File: src/sv/mbr_pkg.sv
// shared types and constants for the msb-first bit reader
`default_nettype none
package mbr_pkg;

   localparam int BUF_BYTES      = 4096;
   localparam int ADDR_W         = $clog2(BUF_BYTES);
   localparam int LEN_W          = 13;
   localparam int POS_W          = 16;
   localparam int MAX_FIELD_BITS = 32;
   localparam int VALUE_W        = 32;
   localparam int COUNT_W        = 6;
   localparam int BYTE_W         = 8;
   localparam int ACC_W          = MAX_FIELD_BITS + BYTE_W;
   localparam int NB_W           = 3;

   typedef enum logic [1:0] {
      CMD_LOAD    = 2'd0,
      CMD_READ    = 2'd1,
      CMD_PEEK    = 2'd2,
      CMD_RESTART = 2'd3
   } cmd_type;

   typedef enum logic [2:0] {
      ST_IDLE,
      ST_EVAL,
      ST_FETCH,
      ST_LAST,
      ST_UPDATE,
      ST_RESP
   } state_type;

   // controller to datapath
   typedef struct packed {
      logic capture;
      logic eval;
      logic fetch;
      logic update;
      logic respond;
   } dp_ctrl_type;

   // datapath to controller
   typedef struct packed {
      logic need_fetch;
      logic last_issue;
   } dp_stat_type;

endpackage
`default_nettype wire

File: src/sv/mbr_ctrl.sv
// controller state machine for the bit reader
`default_nettype none
module mbr_ctrl (
   input  wire                  clock,
   input  wire                  reset,
   input  wire                  start,
   output logic                 busy,
   output logic                 rsp_valid,
   input  mbr_pkg::dp_stat_type stat,
   output mbr_pkg::dp_ctrl_type ctrl
);
   import mbr_pkg::*;

   state_type state_ff, state_in;
   logic      rsp_valid_ff;

   always_ff @(posedge clock) begin
      if (reset) begin
         state_ff     <= ST_IDLE;
         rsp_valid_ff <= 1'b0;
      end else begin
         state_ff     <= state_in;
         rsp_valid_ff <= (state_ff == ST_RESP);
      end
   end

   always_comb begin
      state_in = state_ff;
      case (state_ff)
         ST_IDLE:   if (start) state_in = ST_EVAL;
         ST_EVAL:   state_in = stat.need_fetch ? ST_FETCH : ST_UPDATE;
         ST_FETCH:  if (stat.last_issue) state_in = ST_LAST;
         ST_LAST:   state_in = ST_UPDATE;
         ST_UPDATE: state_in = ST_RESP;
         ST_RESP:   state_in = ST_IDLE;
         default:   state_in = ST_IDLE;
      endcase
   end

   always_comb begin
      ctrl = '0;
      case (state_ff)
         ST_IDLE:   ctrl.capture = start;
         ST_EVAL:   ctrl.eval    = 1'b1;
         ST_FETCH:  ctrl.fetch   = 1'b1;
         ST_UPDATE: ctrl.update  = 1'b1;
         ST_RESP:   ctrl.respond = 1'b1;
         default:   ctrl = '0;
      endcase
   end

   assign busy      = (state_ff != ST_IDLE);
   assign rsp_valid = rsp_valid_ff;

endmodule
`default_nettype wire

File: config.mk
export PLATFORM = sky130hd
export DESIGN_NAME = mbr_ctrl
export DESIGN_NICKNAME = d
export VERILOG_FILES = /design/src/sv/mbr_pkg.sv /design/src/sv/mbr_ctrl.sv
export SDC_FILE = /design/constraint.sdc
export NUM_CORES = 1
export LEC_CHECK = 0
export BUFFER_PORTS_ARGS = -buffer_cell sky130_fd_sc_hd__buf_2
export CAP_MARGIN = 25
export CORE_AREA = 3 3 40 42
export CTS_BUF_LIST = sky130_fd_sc_hd__clkbuf_8
export DETAILED_ROUTE_END_ITERATION = 10
export DIE_AREA = 0 0 43 45
export GPL_TIMING_DRIVEN = 0
export HOLD_SLACK_MARGIN = 0.12
export PLACE_DENSITY = 0.44
export SETUP_SLACK_MARGIN = 0.5
export SYNTH_ARGS = -nofsm -noshare
export SYNTH_HDL_FRONTEND = slang
export SYNTH_SLANG_ARGS = --single-unit
export TNS_END_PERCENT = 100
File: constraint.sdc
create_clock -name clock -period 1.25 [get_ports clock]
set_clock_uncertainty 0.1 [all_clocks]
set_input_delay 0.0625 -clock clock [delete_from_list [all_inputs] [get_ports clock]]
set_output_delay 0.0625 -clock clock [all_outputs]
set_load 0.005 [all_outputs]
# Word level (Yosys, flattened, before mapping)
# Cells that the tools add are included.
# W data, S select, Z words.
[word_totals]
register_bits = 4
latch_bits = 0
ram_bits = 0
romBits = 0
output_inout_bits = 7
memories = 0
[classes]
add_sub_neg = 0
multipliers = 0
div = 0
n_lt_le_gt_ge = 0
eq_ne = 7
shifts = 0
mux = 9
bitwise_logic = 0
reduce_logical = 3
[ops]
columns = ["cell", "n"]
rows = [
  ["$pmux W3 S5", 1],
  ["$mux W3", 3],
  ["$eq A3 B2 Y1 const B", 2],
  ["$eq A3 B3 Y1 const B", 2],
  ["$mux W1", 5],
  ["$ne A2 B2 Y1 const B", 2],
  ["$eq A3 B1 Y1 const B", 1],
  ["$logic_not A3 Y1", 1],
  ["$reduce_bool A3 Y1", 1],
  ["$reduce_and A2 Y1", 1],
]

# Longest topological paths before layout
[logic_depth]
ltp_word = 3
ltp_mapped = 4
mapped_depth_nobuf = 3

# Worst setup path after synthesis
# Ideal clock, no wire load.
[synth_timing]
path_kind = "flip-flop to output port"
startpoint = "register state_ff[2]"
endpoint = "output ctrl[4] (netlist bit)"
arrival_ps = 886
slack_ps = 202
stages_incl_launch_ff = 4
n_path_buf = 1
cell_sequence = "dfxtp_1 -> buf_6 -> or3_4 -> nor2_2"
[synth_rtl]
columns = ["item", "line_no", "text"]
rows = [
  ["start, declared", "mbr_ctrl.sv:14", "state_type state_ff, state_in;"],
  ["start signal, assigned", "mbr_ctrl.sv:22", "state_ff <= state_in;"],
  ["end, declared", "mbr_ctrl.sv:10", "output mbr_pkg::dp_ctrl_type ctrl"],
]

==> impl_metrics.yaml <==
run_status:
  status: "finished, violations left"
  violations: "negative hold slack, negative setup slack"
clock_tree:
  clk_pin_slew_ps: 30
  clock_sinks: 4
  cts_tree: "yes"
  clk_latency_ps: 210
  root_buffer: "clkbuf_8"
  cts_buffers: 3
  cts_max_level: 1
  clock_path_buffers: 2
layout:
  nets: 49
  fillers: 140
  drive_above_1_share_pct: 73.81
  antenna_cells: 0
  areaGrowthSynthToFinish_pct: 81.22
logic_synthesis:
  syn_area_sq_um: 226.5
  ys.warnings.count: 0
  synthTopCellsByCount: "4 x dfxtp_1, 2 x nor2_1, 2 x nor3b_1"
  ys_types: 18
  yosysSeqAreaShare_pct: 35.36
  async_flop_share_pct: 0
  synth-seq-cells: 4
  syn_avg_cell_area_sq_um: 9.846
  synthCells: 23
  synth_ff_type: "dfxtp_1"
  yosys-top-cells-area: "dfxtp_1 35%, nor3b_1 6.6%, nor3b_2 5.5%"
  yosysTopAreaCell: "dfxtp_1"
  synth.net_count: 28
  synth.most_common_cell: "dfxtp_1"
  netlist.area_leader.share_pct: 35.36
  synth_enable_flop_cells: 0
global_route:
  grt_pass1_wl_um: 834
  grt_overflow: 0
  grt_antenna_before_repair: 0
  grt_usage_pct: 6.167
  grt_max_degree: 10
  grt_pass1_vias: 213
drt:
  wl_um: 625
  dr.pass1.iters: 1
  drt_iter0_drc: 0
  drc_errors: 0
  wl_per_cell_um: 10.96
  drt-vias-per-instance: 4.105
  ant_nets: 0
  vias: 234
worst_setup_path:
  crit_path_max_fanout: 7
  slowest_stage: "or3_4"
  cp_top_family: "simple AND/OR/NAND/NOR gates"
  endpoint_kind: "output port"
  setup.worst_path.class: "reg2out"
  arrival_ps: 1130
  required_ps: 1090
  max_stage_delay_ps: 370
  critPathBufInv: 1
  path_cells: "or3_4, nor2_2, buf_2"
  setup.worst_path.start_class: "flop"
floorplanning:
  core_area_sq_mm: 0.001285
  die_w_um: 43
  num_io_pins: 12
  num_rows: 13
  die-area_sq_mm: 0.001935
  die-height_um: 45
  start_util_pct: 17.62
power_and_ir_drop:
  combPwrFrac_pct: 21.5
  seqPwrFrac_pct: 27.5
  vdd_drop_max_mv: 0.6577
  netSwitchingPower_uw: 119.8
  p_sw_share_pct: 22.64
  powerDensity_mw_per_mm2: 1290
  p_clk_share_pct: 51.0
  p_leak_nw: 0.2077
  total_power_uw: 529.3
  internal-power_uw: 409.4
placement:
  place_congestion: 0.6492
  portBuffers: 11
  pre_cts_ws_ps: 103.3
sta:
  rsz0062_at_grt: "true"
  hold_slack_ps: -52.74
  tightestPinTransition_ps: 150.0
  slew_headroom_pct: 89.71
  period_share_pct: 103.6
  final-setup-viol-count: 3
  hold_viol: 3
  report.final.slew_viol_count: 0
  fmax_mhz: 772.3
  setup_ws_ps: -44.83
  fin_crit_ps: 1295
min_path:
  hp-class: "in2reg"
flow_run:
  drv_cap: 0
flip-flops by register name, indices dropped and copies added, names as in the netlist:
register	count
rsp_valid	1
state_ff	3
area by class of cell:
cell class | instances | area [sq um] | share of cell area (%)
buffer | 1 | 11.26 | 2.744
sequential | 4 | 87.58 | 21.34
inverter | 1 | 3.754 | 0.9146
clock buffer | 3 | 41.29 | 10.06
timing repair buffer | 16 | 92.59 | 22.56
multi-input combinational | 17 | 155.1 | 37.80
tap | 15 | 18.77 | 4.573
cells in the final DEF (no fill, tap or decap), drive strengths merged:
cell type / synthesis / final
buf: 1 / 17
dfxtp: 4 / 4
clkbuf: 0 / 3
nor3b: 3 / 3
nor2: 3 / 3
nor3: 2 / 2
or3: 1 / 1
inv: 1 / 1
and3b: 1 / 1
nand2: 1 / 1
o22a: 1 / 1
nor2b: 1 / 1
mux2i: 1 / 1
nand2b: 1 / 1
o21ba: 1 / 1
and2b: 1 / 1
through the flow:
stage	cell area, sq um	utilization, %	setup TNS [ps]	hold WS, ps	std cells
6_report	410.4	31.94	-76.37	-52.74	57
5_1_grt	410.4	31.94	-245.4	-46.85	57
4_1_cts	366.6	28.53	-153.5	-56.17	53
3_5_place_dp	302.8	23.56	0	172.1	49
3_3_place_gp	302.8	23.56	0	175.4	49
2_1_floorplan	229.0	-	0	24.96	23
power groups by stage:
stage	registers, mW	clock network, mW	logic, mW
2_1_floorplan	0.149	0	0.0520
3_3_place_gp	0.152	0	0.0795
3_5_place_dp	0.152	0	0.0811
4_1_cts	0.151	0.279	0.0880
5_1_grt	0.146	0.289	0.124
6_report	0.146	0.270	0.114
path summary, 6_finish.rpt:
path	slack, ps	cells after the start	to	startpoint
max	-40	3	ctrl[4]	state_ff[0]$_SDFFE_PP0P_
min	-50	2	state_ff[0]$_SDFFE_PP0P_	reset
max reg2reg	80	5	state_ff[2]$_SDFFE_PP0P_	state_ff[2]$_SDFFE_PP0P_
min reg2reg	470	2	state_ff[0]$_SDFFE_PP0P_	state_ff[0]$_SDFFE_PP0P_
layer usage:
| layer | share of wire, % | global-route usage, % |
|---|---|---|
| met5 | 0 | 0 |
| met2 | 49 | 8.683 |
| met1 | 44 | 6.522 |
| met3 | 4.5 | 2.390 |
| met4 | 2.7 | 7.229 |
cells by family (layout without fill, tap and decap cells):
kind of cell           after synthesis  after routing  share of synthesized area [%]
muxes                                1              1                          4.420
buffers and inverters                2             21                          6.628
and+or+nand+nor                     14             14                          44.75
DFF                                  4              4                          35.36
AOI/OAI and AO/OA                    2              2                          8.840
repair_timing:
action	in CTS	in global routing
setup buffers	1	4
resized for setup	4	3
setup endpoints to repair	11	11
hold endpoints to repair	4	4
pin swaps	4	3
cloned	0	0
No activity file was read; power rests on OpenSTA's default activity.
